## config.mk

```make
export PLATFORM = sky130hd
export DESIGN_NAME = animation_timeline_sequencer
export DESIGN_NICKNAME = d
export VERILOG_FILES = /design/src/rtl/core/ats_pkg.sv /design/src/rtl/core/animation_timeline_sequencer.sv /design/src/rtl/core/ats_div.sv
export SDC_FILE = /design/constraint.sdc
export NUM_CORES = 1
export LEC_CHECK = 0
export ABC_AREA = 0
export BUFFER_PORTS_ARGS = -buffer_cell sky130_fd_sc_hd__buf_2
export CAP_MARGIN = 20
export CORE_ASPECT_RATIO = 1.2
export CORE_MARGIN = 2
export CORE_UTILIZATION = 60
export DETAILED_ROUTE_END_ITERATION = 7
export PLACE_DENSITY = 0.78
export SYNTH_ARGS = -nofsm -noshare
export SYNTH_HDL_FRONTEND = slang
export SYNTH_SLANG_ARGS = --single-unit
```

## constraint.sdc

```tcl
create_clock -name i_clk -period 7.6 [get_ports i_clk]
set_input_delay 0 -clock i_clk [delete_from_list [all_inputs] [get_ports i_clk]]
set_output_delay 0 -clock i_clk [all_outputs]
set_load 0.01 [all_outputs]
```

## src/rtl/core/ats_pkg.sv

```systemverilog
// shared types and constants for the animation timeline sequencer
// no dependencies; used by ats_div and animation_timeline_sequencer
`timescale 1ns / 1ps

package ats_pkg;

    // fixed field widths
    localparam int TIME_BITS   = 32;
    localparam int FRAC_BITS   = 16;
    localparam int REPEAT_BITS = 16;
    localparam int DUR_W       = 24;
    localparam int OFS_W       = 24;
    localparam int RC_W        = 17;
    localparam int CFG_W       = 24;
    localparam int CFG_IDX_W   = 3;

    // derived widths
    localparam int PROG_W     = FRAC_BITS + 2;
    localparam int QUOT_W     = FRAC_BITS + 1;
    localparam int DIV_CNT_W  = $clog2(QUOT_W + 1);
    localparam int VX_W       = FRAC_BITS + 4;
    localparam int MAG_CMP_W  = (TIME_BITS > DUR_W + 1) ? TIME_BITS : DUR_W + 1;
    localparam int REP_CMP_W  = ((RC_W > REPEAT_BITS) ? RC_W : REPEAT_BITS) + 1;

    // progress constants in the extended working width
    localparam logic signed [VX_W-1:0] V_ONE = VX_W'(longint'(1) << FRAC_BITS);
    localparam logic signed [VX_W-1:0] V_MAX = VX_W'((longint'(1) << (FRAC_BITS + 1)) - 1);
    localparam logic signed [VX_W-1:0] V_MIN = VX_W'(-(longint'(1) << (FRAC_BITS + 1)));

    typedef enum logic [1:0] {
        OP_TICK       = 2'd0,
        OP_START_NEXT = 2'd1,
        OP_START_NOW  = 2'd2,
        OP_CANCEL     = 2'd3
    } t_opcode;

    typedef enum logic [CFG_IDX_W-1:0] {
        CFG_DURATION     = 3'd0,
        CFG_START_OFFSET = 3'd1,
        CFG_REPEAT_COUNT = 3'd2,
        CFG_REPEAT_MODE  = 3'd3,
        CFG_FILL_ENABLED = 3'd4,
        CFG_FILL_BEFORE  = 3'd5,
        CFG_FILL_AFTER   = 3'd6
    } t_cfg_idx;

    typedef struct packed {
        t_opcode              opcode;
        logic [TIME_BITS-1:0] current_time;
    } t_in_item;

    typedef struct packed {
        logic signed [PROG_W-1:0] progress;
        logic                     applied;
        logic                     started_event;
        logic                     repeat_event;
        logic                     ended_event;
        logic                     more;
    } t_out_item;

    // divider request and response
    typedef struct packed {
        logic               start;
        logic [DUR_W:0]     mag;
        logic [DUR_W-1:0]   dur;
    } t_div_req;

    typedef struct packed {
        logic              done;
        logic [QUOT_W-1:0] quot;
        logic              rem_nz;
    } t_div_rsp;

endpackage

```

## src/rtl/core/animation_timeline_sequencer.sv

```systemverilog
// animation timeline sequencer top level: control sequencer, state and config registers
// depends on ats_pkg and ats_div
`timescale 1ns / 1ps

// Takes one request at a time on the input channel: a tick or a start or cancel
// command, each with a millisecond time stamp, and returns exactly one result per
// request. A tick latches the start time if a start is pending, forms
// now - start - start_offset (modulo 2^32, read as signed) and divides it by the
// duration into signed Q2.16 progress, then applies the fill, clamp, reverse and
// repeat rules and raises the start, repeat and end events and the continue flag.
// The division runs on one serial restoring divider that produces one quotient bit
// per cycle, so a tick that needs it goes from acceptance to the next acceptance
// through latch and difference, magnitude, compare, 17 divider steps, the wait
// for the divider to finish, finish, result hand-off and idle. Ticks with zero
// duration or a saturated elapsed time skip the divider; a command goes from its
// state update straight to the hand-off. The hand-off waits while the output
// register still holds an unread result. The input is stalled while a request is
// in work; a finished result waits in an output register, so the next request is
// taken while it is unread.
// Configuration is written through a plain write port and should only change while
// the block is idle.

module animation_timeline_sequencer import ats_pkg::*; (
    input  logic                 i_clk,
    input  logic                 i_rst_n,
    // request channel
    input  logic                 i_in_valid,
    output logic                 o_in_stall,
    input  t_in_item             i_in_data,
    // result channel
    output logic                 o_out_valid,
    input  logic                 i_out_stall,
    output t_out_item            o_out_data,
    // configuration write port
    input  logic                 i_cfg_we,
    input  logic [CFG_IDX_W-1:0] i_cfg_index,
    input  logic [CFG_W-1:0]     i_cfg_data
);

    typedef enum logic [2:0] {
        S_IDLE,
        S_CALC,
        S_MAG,
        S_CMP,
        S_DIV,
        S_FIN,
        S_EMIT
    } t_state;

    t_state r_state;

    // configuration registers
    logic [DUR_W-1:0]       r_duration;
    logic [OFS_W-1:0]       r_start_offset;
    logic signed [RC_W-1:0] r_repeat_count;
    logic                   r_repeat_mode;
    logic                   r_fill_enabled;
    logic                   r_fill_before;
    logic                   r_fill_after;

    // animation state
    logic [TIME_BITS-1:0]   r_start_stamp;
    logic                   r_start_pending;
    logic                   r_was_canceled;
    logic                   r_has_started;
    logic                   r_has_ended;
    logic                   r_dir_flipped;
    logic [REPEAT_BITS-1:0] r_repeats_done;
    logic                   r_extra_return;

    // request in work
    t_opcode                r_op;
    logic [TIME_BITS-1:0]   r_now;
    logic [TIME_BITS-1:0]   r_diff;
    logic [TIME_BITS-1:0]   r_mag;
    logic                   r_neg;
    logic                   r_below;
    logic                   r_above;
    logic                   r_atleast1;
    logic                   r_sat;
    t_out_item              r_res;

    // output register
    logic                   r_out_valid;
    t_out_item              r_out;

    // divider
    t_div_req w_div_req;
    t_div_rsp w_div_rsp;

    ats_div u_div (
        .i_clk   (i_clk),
        .i_rst_n (i_rst_n),
        .i_req   (w_div_req),
        .o_rsp   (w_div_rsp)
    );

    logic                   w_dur_zero;
    logic [TIME_BITS-1:0]   w_stamp_eff;
    logic [TIME_BITS-1:0]   w_diff;
    logic [MAG_CMP_W-1:0]   w_mag_x;
    logic [MAG_CMP_W-1:0]   w_dur_x;
    logic                   w_sat;
    logic                   w_out_free;
    t_out_item              w_cmd_res;

    assign w_dur_zero  = (r_duration == '0);
    // a pending start latches on this tick, so the stamp is the tick time itself
    assign w_stamp_eff = r_start_pending ? r_now : r_start_stamp;
    // offset only counts for a nonzero duration
    assign w_diff = r_now - w_stamp_eff
                  - (w_dur_zero ? TIME_BITS'(0) : TIME_BITS'(r_start_offset));

    assign w_mag_x = MAG_CMP_W'(r_mag);
    assign w_dur_x = MAG_CMP_W'(r_duration);
    assign w_sat   = (w_mag_x >= (w_dur_x << 1));

    assign w_out_free = !r_out_valid || !i_out_stall;

    // command result: all zero but the end event of a cancel that takes effect
    always_comb begin
        w_cmd_res             = '0;
        w_cmd_res.ended_event = (r_op == OP_CANCEL) && r_has_started && !r_has_ended;
    end

    // launch the divider from the compare step when a real quotient is needed
    always_comb begin
        w_div_req.start = (r_state == S_CMP) && !w_dur_zero && !w_sat;
        w_div_req.mag   = r_mag[DUR_W:0];
        w_div_req.dur   = r_duration;
    end

    // finish step: fill, clamp, flip and repeat rules
    logic signed [VX_W-1:0] n_v;
    logic signed [VX_W-1:0] w_q_ext;
    logic                   n_below;
    logic                   n_above;
    logic                   n_expired;
    logic                   n_keep;
    logic                   n_applied;
    logic                   n_st_ev;
    logic                   n_rp_ev;
    logic                   n_en_ev;
    logic                   n_more;
    logic                   n_has_started;
    logic                   n_has_ended;
    logic                   n_dir_flipped;
    logic [REPEAT_BITS-1:0] n_repeats_done;
    logic                   n_start_pending;
    logic                   n_extra_return;
    logic                   w_count_done;

    assign w_q_ext = VX_W'(w_div_rsp.quot);
    assign w_count_done = !r_repeat_count[RC_W-1]
        && (REP_CMP_W'(r_repeat_count[RC_W-2:0]) == REP_CMP_W'(r_repeats_done));

    always_comb begin
        n_below         = r_below;
        n_above         = r_above;
        n_applied       = 1'b0;
        n_st_ev         = 1'b0;
        n_rp_ev         = 1'b0;
        n_en_ev         = 1'b0;
        n_has_started   = r_has_started;
        n_has_ended     = r_has_ended;
        n_dir_flipped   = r_dir_flipped;
        n_repeats_done  = r_repeats_done;
        n_start_pending = r_start_pending;
        n_extra_return  = r_extra_return;

        // raw normalized time
        if (w_dur_zero) begin
            n_v = r_neg ? '0 : V_ONE;
        end else if (r_sat) begin
            n_v = r_neg ? V_MIN : V_MAX;
        end else if (r_neg) begin
            // before the start point the quotient rounds toward minus infinity
            n_v = -(w_q_ext + VX_W'(w_div_rsp.rem_nz));
        end else begin
            n_v = w_q_ext;
        end

        n_expired = r_atleast1 || r_was_canceled;
        n_keep    = !n_expired;

        // without fill, or with repeats, the window edges are forced
        if (!r_fill_enabled || (r_repeat_count != '0)) begin
            if (n_below) begin
                n_v     = '0;
                n_below = 1'b0;
            end
            if (n_above) begin
                n_v     = V_ONE;
                n_above = 1'b0;
            end
        end

        if ((!n_below || r_fill_before) && (!n_above || r_fill_after)) begin
            n_applied = 1'b1;
            if (!r_has_started) begin
                n_has_started = 1'b1;
                n_st_ev       = 1'b1;
            end
            if (r_fill_enabled) begin
                if (n_v < 0) begin
                    n_v = '0;
                end
                if (n_v > V_ONE) begin
                    n_v = V_ONE;
                end
            end
            if (r_dir_flipped) begin
                n_v = V_ONE - n_v;
                if (n_v > V_MAX) begin
                    n_v = V_MAX;
                end
                if (n_v < V_MIN) begin
                    n_v = V_MIN;
                end
            end
        end

        if (n_expired) begin
            if (w_count_done || r_was_canceled) begin
                if (!r_has_ended) begin
                    n_has_ended = 1'b1;
                    n_en_ev     = 1'b1;
                end
            end else begin
                if (!r_repeat_count[RC_W-1] && (r_repeat_count != '0)) begin
                    n_repeats_done = r_repeats_done + REPEAT_BITS'(1);
                end
                if (r_repeat_mode) begin
                    n_dir_flipped = !r_dir_flipped;
                end
                n_start_pending = 1'b1;
                n_keep          = 1'b1;
                n_rp_ev         = 1'b1;
            end
        end

        // one extra true return after the end
        if (!n_keep && r_extra_return) begin
            n_extra_return = 1'b0;
            n_more         = 1'b1;
        end else begin
            n_more = n_keep;
        end
    end

    always_ff @(posedge i_clk) begin
        if (!i_rst_n) begin
            r_state         <= S_IDLE;
            r_out_valid     <= 1'b0;
            r_duration      <= '0;
            r_start_offset  <= '0;
            r_repeat_count  <= '0;
            r_repeat_mode   <= 1'b0;
            r_fill_enabled  <= 1'b1;
            r_fill_before   <= 1'b0;
            r_fill_after    <= 1'b0;
            r_start_stamp   <= '0;
            r_start_pending <= 1'b1;
            r_was_canceled  <= 1'b0;
            r_has_started   <= 1'b0;
            r_has_ended     <= 1'b0;
            r_dir_flipped   <= 1'b0;
            r_repeats_done  <= '0;
            r_extra_return  <= 1'b1;
        end else begin
            // configuration writes
            if (i_cfg_we) begin
                case (t_cfg_idx'(i_cfg_index))
                    CFG_DURATION:     r_duration     <= i_cfg_data[DUR_W-1:0];
                    CFG_START_OFFSET: r_start_offset <= i_cfg_data[OFS_W-1:0];
                    CFG_REPEAT_COUNT: r_repeat_count <= i_cfg_data[RC_W-1:0];
                    CFG_REPEAT_MODE:  r_repeat_mode  <= i_cfg_data[0];
                    CFG_FILL_ENABLED: r_fill_enabled <= i_cfg_data[0];
                    CFG_FILL_BEFORE:  r_fill_before  <= i_cfg_data[0];
                    CFG_FILL_AFTER:   r_fill_after   <= i_cfg_data[0];
                    default: ;
                endcase
            end

            // result taken downstream; a hand-off on the same edge refills it below
            if (r_out_valid && !i_out_stall && (r_state != S_EMIT)) begin
                r_out_valid <= 1'b0;
            end

            unique case (r_state)
                S_IDLE: begin
                    if (i_in_valid) begin
                        r_op    <= i_in_data.opcode;
                        r_now   <= i_in_data.current_time;
                        r_state <= S_CALC;
                    end
                end

                S_CALC: begin
                    r_res <= w_cmd_res;
                    unique case (r_op)
                        OP_TICK: begin
                            if (r_start_pending) begin
                                r_start_stamp   <= r_now;
                                r_start_pending <= 1'b0;
                            end
                            r_diff  <= w_diff;
                            r_state <= S_MAG;
                        end
                        OP_START_NEXT, OP_START_NOW: begin
                            // restart keeps the extra return flag
                            r_start_pending <= (r_op == OP_START_NEXT);
                            if (r_op == OP_START_NOW) begin
                                r_start_stamp <= r_now;
                            end
                            r_was_canceled <= 1'b0;
                            r_has_started  <= 1'b0;
                            r_has_ended    <= 1'b0;
                            r_dir_flipped  <= 1'b0;
                            r_repeats_done <= '0;
                            r_state        <= S_EMIT;
                        end
                        OP_CANCEL: begin
                            // only a running animation can be canceled
                            if (r_has_started && !r_has_ended) begin
                                r_was_canceled  <= 1'b1;
                                r_start_pending <= 1'b0;
                                r_has_ended     <= 1'b1;
                            end
                            r_state <= S_EMIT;
                        end
                    endcase
                end

                S_MAG: begin
                    r_neg   <= r_diff[TIME_BITS-1];
                    r_mag   <= r_diff[TIME_BITS-1] ? (TIME_BITS'(0) - r_diff) : r_diff;
                    r_state <= S_CMP;
                end

                S_CMP: begin
                    // window flags use the exact elapsed time
                    if (w_dur_zero) begin
                        r_below    <= 1'b0;
                        r_above    <= 1'b0;
                        r_atleast1 <= !r_neg;
                    end else begin
                        r_below    <= r_neg;
                        r_above    <= !r_neg && (w_mag_x > w_dur_x);
                        r_atleast1 <= !r_neg && (w_mag_x >= w_dur_x);
                    end
                    r_sat   <= w_sat;
                    r_state <= w_div_req.start ? S_DIV : S_FIN;
                end

                S_DIV: begin
                    if (w_div_rsp.done) begin
                        r_state <= S_FIN;
                    end
                end

                S_FIN: begin
                    r_has_started         <= n_has_started;
                    r_has_ended           <= n_has_ended;
                    r_dir_flipped         <= n_dir_flipped;
                    r_repeats_done        <= n_repeats_done;
                    r_start_pending       <= n_start_pending;
                    r_extra_return        <= n_extra_return;
                    r_res.progress        <= n_v[PROG_W-1:0];
                    r_res.applied         <= n_applied;
                    r_res.started_event   <= n_st_ev;
                    r_res.repeat_event    <= n_rp_ev;
                    r_res.ended_event     <= n_en_ev;
                    r_res.more            <= n_more;
                    r_state               <= S_EMIT;
                end

                S_EMIT: begin
                    // hand the result over once the output register is free
                    if (w_out_free) begin
                        r_out       <= r_res;
                        r_out_valid <= 1'b1;
                        r_state     <= S_IDLE;
                    end
                end

                default: r_state <= S_IDLE;
            endcase
        end
    end

    assign o_in_stall  = (r_state != S_IDLE);
    assign o_out_valid = r_out_valid;
    assign o_out_data  = r_out;

endmodule

```

## src/rtl/core/ats_div.sv

```systemverilog
// serial restoring divider: (mag << FRAC_BITS) / dur, one quotient bit per cycle
// depends on ats_pkg
`timescale 1ns / 1ps

module ats_div import ats_pkg::*; (
    input  logic     i_clk,
    input  logic     i_rst_n,
    input  t_div_req i_req,
    output t_div_rsp o_rsp
);

    logic                 r_busy;
    logic                 r_done;
    logic [DIV_CNT_W-1:0] r_cnt;
    logic [DUR_W-1:0]     r_rem;
    logic [DUR_W-1:0]     r_dur;
    logic [QUOT_W-1:0]    r_sh;
    logic [QUOT_W-1:0]    r_quot;

    logic [DUR_W:0]   w_trial;
    logic [DUR_W+1:0] w_sub;
    logic             w_ge;

    // partial remainder stays below dur, so the trial fits one extra bit
    assign w_trial = {r_rem, r_sh[QUOT_W-1]};
    assign w_sub   = (DUR_W+2)'(w_trial) - (DUR_W+2)'(r_dur);
    assign w_ge    = !w_sub[DUR_W+1];

    always_ff @(posedge i_clk) begin
        if (!i_rst_n) begin
            r_busy <= 1'b0;
            r_done <= 1'b0;
            r_cnt  <= '0;
        end else if (i_req.start) begin
            r_busy <= 1'b1;
            r_done <= 1'b0;
            r_cnt  <= '0;
        end else if (r_busy) begin
            r_cnt <= r_cnt + DIV_CNT_W'(1);
            if (r_cnt == DIV_CNT_W'(QUOT_W - 1)) begin
                r_busy <= 1'b0;
                r_done <= 1'b1;
            end
        end else begin
            r_done <= 1'b0;
        end
    end

    always_ff @(posedge i_clk) begin
        if (i_req.start) begin
            r_rem <= i_req.mag[DUR_W:1];
            r_sh  <= {i_req.mag[0], (QUOT_W-1)'(0)};
            r_dur <= i_req.dur;
        end else if (r_busy) begin
            if (w_ge) begin
                r_rem <= w_sub[DUR_W-1:0];
            end else begin
                r_rem <= w_trial[DUR_W-1:0];
            end
            r_sh   <= {r_sh[QUOT_W-2:0], 1'b0};
            r_quot <= {r_quot[QUOT_W-2:0], w_ge};
        end
    end

    assign o_rsp.done   = r_done;
    assign o_rsp.quot   = r_quot;
    assign o_rsp.rem_nz = |r_rem;

endmodule
```

After elaboration in Yosys (flattened, before gate mapping)

Index checks and enable logic that the tools add are counted.

Add/subtract/negate cells: 9
Multiplexer cells: 79
$lt $le $gt $ge: 7
Reductions and logical operators: 71
Multipliers: 0
Eq/ne operators: 32
Shift-type cells: 0
Div/mod/pow operators: 0
Bitwise gates (word level): 3

Operators by type and width:

| cell                                                  | number |
|---|---|
| 2-to-1 mux 20 bit                                     | 16 |
| 2-to-1 mux 24 bit                                     | 4 |
| 2-to-1 mux 16 bit                                     | 4 |
| 2-to-1 mux 32 bit                                     | 2 |
| case mux 32 bit (2 select lines)                      | 1 |
| 2-to-1 mux 18 bit                                     | 3 |
| 2-to-1 mux 17 bit                                     | 3 |
| case mux 23 bit (2 select lines)                      | 1 |
| > comparator 20 x 18 -> 1 bit (second input constant) | 2 |
| >= comparator 32 x 24 -> 1 bit                        | 1 |
| >= comparator 32 x 25 -> 1 bit                        | 1 |
| > comparator 32 x 24 -> 1 bit                         | 1 |
| 2-to-1 mux 1 bit                                      | 32 |
| case mux 16 bit (2 select lines)                      | 1 |
| subtractor 1 x 32 -> 32 bit (first input constant)    | 1 |
| subtractor 32 x 24 -> 32 bit                          | 1 |
| subtractor 32 bit                                     | 1 |
| 2-to-1 mux 31 bit                                     | 1 |
| subtractor 25 x 24 -> 26 bit                          | 1 |
| logical NOT 24 bit                                    | 1 |
| AND reduction 2 bit                                   | 12 |
| OR reduction 24 bit                                   | 1 |
| case mux 3 bit (7 select lines)                       | 1 |
| AND reduction 3 bit                                   | 7 |
| 35 further kinds                                      | 102 |

Bits in latches: 0
Register bits: 349
Memory bits (writable): 0
Memories kept: 0
Bits in read-only memories: 0
Output and inout port bits: 25
Logic and storage cells: 247

Depth between registers and ports, before layout

Gate-level depths: netlist of the first run.

Depth after elaboration: 27
Mapped depth: 26

Hierarchy

From an unflattened synthesis of the first run, not the netlist that was laid out.

Cell total of the unflattened synthesis: 2185
Area total of the unflattened synthesis: 21155.3 um2

By module, submodules not included:

| module                       | instances | cells an instance | seq. area each (um2) | area each (um2) |
|---|---|---|---|---|
| animation_timeline_sequencer | 1         | 1792              | 7016.7               | 16916.2 |
| ats_div                      | 1         | 393               | 2122.0               | 4239.1 |

Worst setup path before layout of the first run

No wires, ideal clock.

Kind: register to register
From: reg r_duration[0]
To: reg r_diff[30] (data pin)
Period minus slack after synthesis: 5.292 ns
Setup slack: 2.308 ns
Cell stages (with the launch flop): 23
Data arrival time: 5.027 ns
Buffers on the path: 2
Library setup time: 0.265 ns
Path through: dfxtp_1 nor4_1 and4_1 nand3_1 clkbuf_1 clkbuf_1 nand2_1 fa_1 inv_1 ha_1 or2_2 fa_1 a21o_1 a21o_1 a221o_1 o31ai_1 o21a_1 o31ai_1 o41ai_1 o211a_1 or3_1 o21ai_0 xor2_1

Word-level cells in the longest chain between the ends: 3

RTL lines:

| what                         | line                                | RTL |
|---|---|---|
| start: declaration           | animation_timeline_sequencer.sv:53  | `logic [DUR_W-1:0] r_duration;` |
| start signal: assignment     | animation_timeline_sequencer.sv:274 | `CFG_DURATION: r_duration <= i_cfg_data[DUR_W-1:0];` |
| logical NOT 24 bit           | animation_timeline_sequencer.sv:107 | `assign w_dur_zero = (r_duration == '0);` |
| 2-to-1 mux 24 bit            | animation_timeline_sequencer.sv:112 | `- (w_dur_zero ? TIME_BITS'(0) : TIME_BITS'(r_start_offset));` |
| subtractor 32 x 24 -> 32 bit | animation_timeline_sequencer.sv:112 |  |
| via w_diff[30]               | animation_timeline_sequencer.sv:100 | `logic [TIME_BITS-1:0] w_diff;` |
| end signal: assignment       | animation_timeline_sequencer.sv:307 | `r_diff <= w_diff;` |
| end: declaration             | animation_timeline_sequencer.sv:74  | `logic [TIME_BITS-1:0] r_diff;` |

The timed path passes the listed nets, and every way through them passes these cells.
A chain may end at the register's enable or synchronous reset.

Worst setup path after layout of the first run

From: reg u_div.r_rem[5]
To: reg r_res[14] (netlist bit) (data pin)

Word-level cells in the longest chain between the ends: 27

RTL lines:

| what                                  | line                                | RTL |
|---|---|---|
| start: declaration                    | ats_div.sv:15                       | `logic [DUR_W-1:0] r_rem;` |
| start signal: assignment              | ats_div.sv:51                       | `r_rem <= i_req.mag[DUR_W:1];` |
| start signal: assignment              | ats_div.sv:56                       | `r_rem <= w_sub[DUR_W-1:0];` |
| start signal: assignment              | ats_div.sv:58                       | `r_rem <= w_trial[DUR_W-1:0];` |
| OR reduction 24 bit *                 | ats_div.sv:67                       | `assign o_rsp.rem_nz = \|r_rem;` |
| adder 17 x 1 -> 18 bit *              | animation_timeline_sequencer.sv:178 | `n_v = -(w_q_ext + VX_W'(w_div_rsp.rem_nz));` |
| negator 18 -> 20 bit *                | animation_timeline_sequencer.sv:178 |  |
| 2-to-1 mux 20 bit *                   | animation_timeline_sequencer.sv:176 | `end else if (r_neg) begin` |
| 2-to-1 mux 20 bit *                   | animation_timeline_sequencer.sv:174 | `end else if (r_sat) begin` |
| 2-to-1 mux 20 bit *                   | animation_timeline_sequencer.sv:172 | `if (w_dur_zero) begin` |
| 2-to-1 mux 20 bit                     | animation_timeline_sequencer.sv:188 | `if (n_below) begin` |
| 2-to-1 mux 20 bit                     | animation_timeline_sequencer.sv:192 | `if (n_above) begin` |
| (+11 left out)                        | n/a                                 |  |
| 2-to-1 mux 20 bit                     | animation_timeline_sequencer.sv:214 | `if (n_v > V_MAX) begin` |
| 2-to-1 mux 20 bit                     | animation_timeline_sequencer.sv:212 | `if (r_dir_flipped) begin` |
| 2-to-1 mux 20 bit                     | animation_timeline_sequencer.sv:198 | `if ((!n_below \|\| r_fill_before) && (!n_above \|\| r_fill_after)) begin` |
| less-than comparator 20 x 18 -> 1 bit | animation_timeline_sequencer.sv:217 | `if (n_v < V_MIN) begin` |
| 2-to-1 mux 18 bit                     | animation_timeline_sequencer.sv:217 |  |
| 2-to-1 mux 18 bit                     | animation_timeline_sequencer.sv:212 |  |
| 2-to-1 mux 18 bit *                   | animation_timeline_sequencer.sv:198 |  |
| case mux 23 bit (2 select lines) *    | animation_timeline_sequencer.sv:290 | `unique case (r_state)` |
| end signal: assignment                | animation_timeline_sequencer.sv:300 | `r_res <= w_cmd_res;` |
| end: declaration                      | animation_timeline_sequencer.sv:81  | `t_out_item r_res;` |

Every way passes the cells marked *; elsewhere a longest branch is shown, timed or not. The select of a mux whose other input is x is not followed.

==> results of run 1 <==
sequential cells by signal (all words and copies together), names as in the netlist, 23 cells and up:
| signal | count |
|---|---|
| r_res | 23 |
| r_mag | 32 |
| u_div.r_dur | 24 |
| r_start_offset | 24 |
| r_duration | 24 |
| r_now | 32 |
| u_div.r_rem | 24 |
| r_diff | 32 |
| r_start_stamp | 32 |
| o_out_data | 23 |
cells by family after synthesis:
family / count (synthesis) / share of synthesized area [%]
mux: 88 / 4.527
compound gates: 501 / 16.86
flops: 349 / 43.40
buf+inv: 217 / 3.981
fa+ha+maj: 167 / 10.81
xor+xnor: 117 / 4.866
simple gates: 708 / 15.55
layout make-up:
class                           count  area [um^2]  share of cell area (%)
Clock buffer                       46         1011                   4.245
Clock inverter                     18        172.7                  0.7249
Inverter                          139        521.8                   2.191
Multi-Input combinational cell   1581        11110                   46.65
Sequential cell                   349         9140                   38.37
Tap cell                          462        578.1                   2.427
Timing Repair Buffer              174         1284                   5.390
cells in the final DEF, fill, tap and decap left out, types with 11 or more instances in the layout:
cell type	instances
mux2_2	48
a21o_1	47
ha_1	142
o211ai_1	15
o21ai_0	69
a211oi_1	17
or3_1	19
and2_1	19
o21a_1	26
or2_2	11
clkbuf_16	38
fa_1	25
nand2b_1	21
nor2_1	123
buf_2	90
nand2_1	329
inv_1	139
a21oi_1	76
nand3_1	31
xnor2_1	82
nor4_1	22
buf_4	14
a21boi_0	101
mux2i_1	39
and3_1	15
a31oi_1	16
nor3_1	35
edfxtp_1	215
dlygate4sd3_1	67
dfxtp_1	133
nand4_1	22
nor2b_1	25
o31ai_1	20
o22ai_1	15
xor2_1	35
stage by stage:
stage / cell area (um^2) / cells / utilization [%] / worst slack, ps / hold WS (ps)
floorplan: 21060 / 2147 / - / 2308 / 98.87
global placement: 21910 / 2635 / 62.92 / 1403 / 177.3
detailed placement: 21930 / 2636 / 63.00 / 1172 / 178.1
CTS: 23790 / 2767 / 68.33 / 1141 / 152.7
global route: 23820 / 2769 / 68.41 / 424.2 / 179.0
finish: 23820 / 2769 / 68.41 / 1061 / 172.0
path summary, 6_finish.rpt:
path / startpoint / to / slack, ps / depth (start not counted)
setup / recovery: u_div.r_rem[5] / r_res[14] / 1060 / 24
setup reg to reg: u_div.r_rem[5] / r_res[14] / 1060 / 24
hold reg to reg: r_res[17] / o_out_data[17] / 420 / 0
hold / removal: i_in_data[19] / r_now[19] / 170 / 2
worst reg2reg max path: stages, from the launching register on:
cell	delay, ps
edfxtp_1	420
nor4_1	480
nand4_1	180
nor2_1	160
ha_1	160
ha_1	160
inv_1	50
ha_1	210
o21bai_1	370
a211oi_1	160
or3_1	370
and3_1	220
nand4bb_1	320
nor2_1	260
a311oi_1	240
or2_2	370
nor2_1	130
inv_1	60
ha_1	260
nand2_1	110
a2bb2oi_1	340
a22o_2	270
mux2i_4	570
a21oi_1	150
o41ai_1	330
power groups by stage:
stage | registers [mW] | clock network (mW) | logic (mW)
after floorplan | 2.14 | 0 | 0.603
after global placement | 2.16 | 0 | 0.750
after detailed placement | 2.16 | 0 | 0.770
after CTS | 2.12 | 1.80 | 0.801
after global routing | 2.13 | 1.88 | 0.902
final | 2.12 | 1.78 | 0.811
metal layers:
metal	share of wire, %	global-route usage, %	up-vias
met5	0	0	-
met4	4.9	14.25	0
met3	4.9	3.766	140
met2	50	50.02	514
met1	40	33.36	7903
li1	-	-	7974
==> out/qor.csv, run 1 <==
stage,metric,value,unit
power,clock power share,37.7,%
worst_setup_path,Critical Path AT,6870,ps
worst_setup_path,CP endpoint kind,register,
worst_hold_path,Worst Hold Class,primary input to register,
power,Power Density,197.9,mW/mm^2
clock_network,Sink Count,349,
sta,final setup fails,0,
synth,Post-synth top flop,edfxtp_1,
power,combinational share of power,17.2,%
clock_network,Worst-path clk slew,60,ps
synth,Mapped Avg Cell Area,9.809,um^2
placed_design,DP Wirelength,37690,um
floorplan,row count,75,
floorplan,Starting Density,60.49,%
synth,main area contributors after synthesis,"edfxtp_1 (31%), dfxtp_1 (13%), ha_1 (8.4%)",
floorplan,die width,175.0,um
sta,Setup Skew,16.77,ps
placed_design,port buffer count,90,
synth,post-synth top area share,30.66,%
global_routing,first-pass GRT wire length,83050,um
final_layout,# diodes,0,
synth,top-count cell post-synth,nand2_1,
sta,min cycle time layout,6539,ps
route,DR vias/cell,5.970,
floorplan,Core Region,0.03481,mm^2
final_layout,fillcell total,2521,
clock_network,H-tree depth,2,
sta,RSZ-0062 raised after global routing,false,
synth,Yosys reg bits,349,
route,iteration-0 DRC count of the detailed router,1037,
worst_setup_path,Slowest cell on crit path,mux2i_4,
worst_setup_path,worst path bufs/invs,2,
status,status,"finished, final reports clean",
synth,synth unique cells,87,
floorplan,Die H,209.2,um
power,Sequential Power Share,45.1,%
flow_run,MaxCap Viol Count,0,
synth,Syn. warnings,0,
sta,final hold violation count,0,
clock_network,total CTS buffers,36,
sta,final slew viol count,0,
worst_setup_path,Crit Path Max Fanout,17,
power,Switching Fraction,26.46,%
floorplan,Ports,91,
sta,Total Neg Setup Slack,0,ps
final_layout,Syn-to-layout area delta,13.10,%
synth,cell accounting for the most synthesized area,edfxtp_1,
route,routed vias,16530,
final_layout,Nets,2514,
sta,worst-margin pin slew,1109,ps
route,TritonRoute pass-1 iters,5,
floorplan,die area,0.03662,mm^2
route,Routed WL per cell,18.68,um
route,number of routed nets with antenna violations,0,
placed_design,Placer Congestion,0.9301,
clock_network,Post-CTS Setup Bufs,0,
worst_setup_path,Setup Crit Path Kind,register to register,
global_routing,vias in the first global route,16530,
power,leakage,9.152,nW
global_routing,initial antenna violation count,0,
power,peak supply drop,202.1,uV
synth,Syn Std Cell Area,0.02106,mm^2
synth,Post-synth top cells,"nand2_1 (329), edfxtp_1 (215), ha_1 (142)",
sta,Fmax achieved,0.1529,GHz
clock_network,CTS tree,built,
worst_setup_path,worst-path cell chain,nor4_1 > nand4_1 > nor2_1 > ha_1 > ha_1 > inv_1 > ha_1 > o21bai_1 > a211oi_1 > or3_1 > and3_1 > nand4bb_1 > nor2_1 > a311oi_1 > or2_2 > nor2_1 > inv_1 > ha_1 > nand2_1 > a2bb2oi_1 > a22o_2 > mux2i_4 > a21oi_1 > o41ai_1,
sta,Slew HR,26.10,%
power,switching power,1.247,mW
power,total power,4.713,mW
clock_network,hold_buf cts,67,
worst_setup_path,Worst Path Required,7930,ps
worst_setup_path,"slowest stage delay, CP",570,ps
worst_setup_path,Startpoint Class,register,
worst_setup_path,CP top delay family,simple AND/OR/NAND/NOR gates,
synth,Synth async-reset ratio,0,%
clock_network,clk root buf,clkbuf_16,
power,internal power,3.466,mW
final_layout,layout cells sized above 1,10.75,%
clock_network,CTS resizes,0,
route,drt total wl,51740,um
sta,period utilization,86.04,%
global_routing,GRT Total Usage,28.18,%
global_routing,grt total ovfl,0,
synth,register area share after synthesis,43.40,%
clock_network,worst-case clock buffer depth,3,
synth,number of synthesized flops with an enable pin,215,
route,DRC viols,0,
global_routing,largest net degree at the start of global routing,104,
synth,Post-Syn Nets,2380,
clock_network,Worst-Skew Late Latency,530,ps
worst_setup_path,"most used cell, CP",ha_1,
synth,post-synthesis cell count,2147,
(Power assumes the default switching activity.)
==> inputs of run 2 (changes only) <==
CORE_UTILIZATION = 57   (was 60)
SYNTH_HIERARCHICAL = 1   (was not set)
clock period = 5.6 ns   (was 7.6 ns; I/O delays follow)
==> run 2 against run 1 <==
Via count is 5.5% higher. Worst setup slack lost 1300 ps. Utilization grew 1.3 points. Area after synthesis is 0.46% higher. The flow now finishes with violations (setup timing). Critical endpoint is now r_res[13]. Power increased by 46%. Synthesized cell count up 1.8%. Global-route usage fell by 1.1 points. Die area rose by 5.6%. Combinational power up 81%.
==> out/qor.csv, run 2 <==
stage,metric,value,unit,change
global_routing,initial antenna violation count,0,,unchanged
placed_design,Post-Place Cells,2795,,was 2636
worst_setup_path,CP startpoint,u_div/r_rem[23],,was u_div.r_rem[5]
power,switching power,1.907,mW,was 1.247 mW
global_routing,grt total ovfl,0,,unchanged
clock_network,total CTS buffers,38,,was 36
route,highest routed layer,met4,,unchanged
route,routed vias,17440,,was 16530
sta,Total Neg Setup Slack,-2983,ps,was 0 ps
clock_network,worst-case clock buffer depth,3,,unchanged
floorplan,Die H,215.0,um,was 209.2 um
sta,worst-margin pin slew,1052,ps,was 1109 ps
placed_design,area post-placement,0.02293,mm^2,was 0.02193 mm^2
worst_setup_path,reg2reg start,u_div/r_rem[23],,was u_div.r_rem[5]
final_layout,most frequent cells in the layout,"nand2_1 (325), edfxtp_1 (215), buf_4 (164)",,"was nand2_1 (329), edfxtp_1 (215), ha_1 (142)"
sta,period utilization,103.9,%,was 86.04%
synth,Yosys reg bits,349,,unchanged
clock_network,clk root buf,clkbuf_16,,unchanged
synth,post-synthesis cell count,2185,,was 2147
synth,main area contributors after synthesis,"edfxtp_1 (31%), dfxtp_1 (13%), ha_1 (8.4%)",,unchanged
synth,Synth async-reset ratio,0,%,unchanged
placed_design,Post-Place Setup Slack,-523.7,ps,was 1172 ps
synth,register area share after synthesis,43.20,%,was 43.40%
floorplan,die width,179.9,um,was 175.0 um
placed_design,Placer Congestion,0.9214,,was 0.9301
sta,worst setup margin,-220.2,ps,was 1061 ps
synth,synth unique cells,99,,was 87
floorplan,die area,0.03868,mm^2,was 0.03662 mm^2
synth,Syn. warnings,6,,was 0
route,met2 WL,27640,um,was 25980 um
route,Metal-1 WL,21110,um,was 20670 um
sta,Setup Skew,19.86,ps,was 16.77 ps
sta,min cycle time layout,5820,ps,was 6539 ps
placed_design,DP Wirelength,38300,um,was 37690 um
status,status,"complete, but fails checks",,"was finished, final reports clean"
floorplan,Starting Density,57.63,%,was 60.49%
synth,top-count cell post-synth,nand2_1,,unchanged
sta,final slew viol count,0,,unchanged
final_layout,"commonest non-fill, non-tap cell in the layout",nand2_1,,unchanged
sta,final hold violation count,0,,unchanged
worst_setup_path,flop2flop setup slack,-220,ps,was 1060 ps
sta,Fmax achieved,0.1718,GHz,was 0.1529 GHz
sta,final setup fails,19,,was 0
power,internal power,4.984,mW,was 3.466 mW
synth,post-synth top area share,30.52,%,was 30.66%
global_routing,GRT Total Usage,27.06,%,was 28.18%
power,Sequential Power Share,41.7,%,was 45.1%
final_layout,Nets,2699,,was 2514
synth,Post-synth top flop,edfxtp_1,,unchanged
worst_setup_path,"slowest stage delay, CP",410,ps,was 570 ps
final_layout,# diodes,0,,unchanged
final_layout,Syn-to-layout area delta,20.90,%,was 13.10%
clock_network,Worst-path clk slew,60,ps,about the same
synth,Post-Syn Nets,2418,,was 2380
power,Power Density,269.4,mW/mm^2,was 197.9 mW/mm^2
status,failing checks,setup timing,,
clock_network,Worst-Skew Late Latency,550,ps,was 530 ps
route,iteration-0 DRC count of the detailed router,1309,,was 1037
power,leakage,9.841,nW,was 9.152 nW
global_routing,largest net degree at the start of global routing,115,,was 104
power,Switching Fraction,27.67,%,was 26.46%
route,number of routed nets with antenna violations,0,,unchanged
clock_network,H-tree depth,2,,unchanged
worst_setup_path,Setup Crit Path Kind,register to register,,unchanged
worst_setup_path,"most used cell, CP",ha_4,,was ha_1
synth,Post-synth top cells,"nand2_1 (328), edfxtp_1 (215), ha_1 (142)",,"was nand2_1 (329), edfxtp_1 (215), ha_1 (142)"
clock_network,CTS tree,built,,unchanged
route,DRC viols,0,,unchanged
clock_network,Sink Count,349,,unchanged
route,TritonRoute pass-1 iters,5,,unchanged
global_routing,vias in the first global route,17600,,was 16530
floorplan,Ports,91,,unchanged
synth,number of synthesized flops with an enable pin,215,,unchanged
synth,Syn Std Cell Area,0.02116,mm^2,was 0.02106 mm^2
power,peak supply drop,418.7,uV,was 202.1 uV
sta,RSZ-0062 raised after global routing,true,,was false
power,combinational share of power,21.3,%,was 17.2%
worst_setup_path,CP endpoint kind,register,,unchanged
worst_setup_path,Worst Path Required,5880,ps,was 7930 ps
final_layout,Final Non-Filler Cells,2970,,was 2769
synth,cell accounting for the most synthesized area,edfxtp_1,,unchanged
worst_hold_path,worst hold path startpoint,i_in_data[33],,was i_in_data[19]
worst_setup_path,Slowest cell on crit path,edfxtp_1,,was mux2i_4
final_layout,fillcell total,2638,,was 2521
placed_design,port buffer count,90,,unchanged
worst_setup_path,Crit Path Max Fanout,4,,was 17
worst_setup_path,Critical Path AT,6100,ps,was 6870 ps
power,clock power share,37.0,%,was 37.7%
route,Detail Route met3 WL,2687,um,was 2548 um
synth,Mapped Avg Cell Area,9.682,um^2,was 9.809 um^2
route,drt total wl,53660,um,was 51740 um
flow_run,MaxCap Viol Count,0,,unchanged
floorplan,Core Region,0.03671,mm^2,was 0.03481 mm^2
route,Routed WL per cell,18.07,um,was 18.68 um
sta,Slew HR,29.87,%,was 26.10%
final_layout,post-route cell area,0.02558,mm^2,was 0.02382 mm^2
floorplan,row count,77,,was 75
final_layout,layout cells sized above 1,18.71,%,was 10.75%
power,total power,6.891,mW,was 4.713 mW
worst_setup_path,Startpoint Class,register,,unchanged
worst_hold_path,Worst Hold Class,primary input to register,,unchanged
route,DR vias/cell,5.873,,was 5.970
global_routing,first-pass GRT wire length,86260,um,was 83050 um
-- run 2: cell types whose count changed after synthesis, sizes merged, moves of 11 or more --
cell    delta
buf       +11
o21ai     +26
a21oi     +48
nor3      -14
a21o      -24
mux2      -26
a211oi    +11
-- run 2: worst paths after layout --
path | depth (start not counted) | endpoint
max | 30 | r_res[13]
min | 2 | r_op[1]
min reg2reg | 0 | o_out_data[13]
max reg2reg | 30 | r_res[13]
-- run 2: final cells by class --
type / instances / area [um^2] / share of cell area (%)
multi-input combinational: 1612 / 11570 / 45.24
timing repair buffer: 328 / 2476 / 9.681
inverter: 137 / 514.2 / 2.011
clock inverter: 23 / 230.2 / 0.9002
tap: 474 / 593.1 / 2.319
clock buffer: 47 / 1049 / 4.100
sequential: 349 / 9144 / 35.75
-- run 2: logic make-up after synthesis --
| kind of cell | share of synthesized area (%) |
|---|---|
| flip-flops | 43.20 |
| AND/OR/NAND/NOR | 16.10 |
| multiplexers | 2.732 |
| adder cells (fa/ha/maj) | 10.82 |
| buffers and inverters | 4.223 |
| AO/OA/AOI/OAI | 18.04 |
| XOR/XNOR | 4.885 |
-- run 2: layer usage --
layer,global-route usage (%),vias to the layer above
met5,0,-
met4,12.44,0
met3,3.288,144
met2,49.67,605
met1,31.39,8298
li1,-,8397
-- run 2: what timing repair did --
action	CTS	global route
pin swaps	61	42
buffers inserted	26	13
endpoints found under the setup margin	26	25
resized for setup	57	24
hold buffers	65	0
endpoints found under the hold margin	108	0
cloned	2	0
-- run 2: through the flow --
stage,utilization (%),hold slack (ps)
after floorplan,-,98.87
after global placement,62.32,176.0
after detailed placement,62.47,178.1
after CTS,69.08,134.1
after global routing,69.68,150.8
final,69.68,159.2
-- run 2: worst max-delay path: cells and delay by family, from the launching register on --
family	cells	cell delay [ps]
buf+inv	5	550
simple gates	7	1160
compound gates	13	2490
fa+ha+maj	5	950
flops	1	410
-- run 2: power groups by stage --
stage | Clock [mW] | Sequential, mW | Combinational [mW]
after floorplan | 0 | 2.91 | 0.850
after global placement | 0 | 2.92 | 1.17
after detailed placement | 0 | 2.93 | 1.22
after CTS | 2.58 | 2.87 | 1.39
after global routing | 2.69 | 2.88 | 1.59
final | 2.55 | 2.87 | 1.47
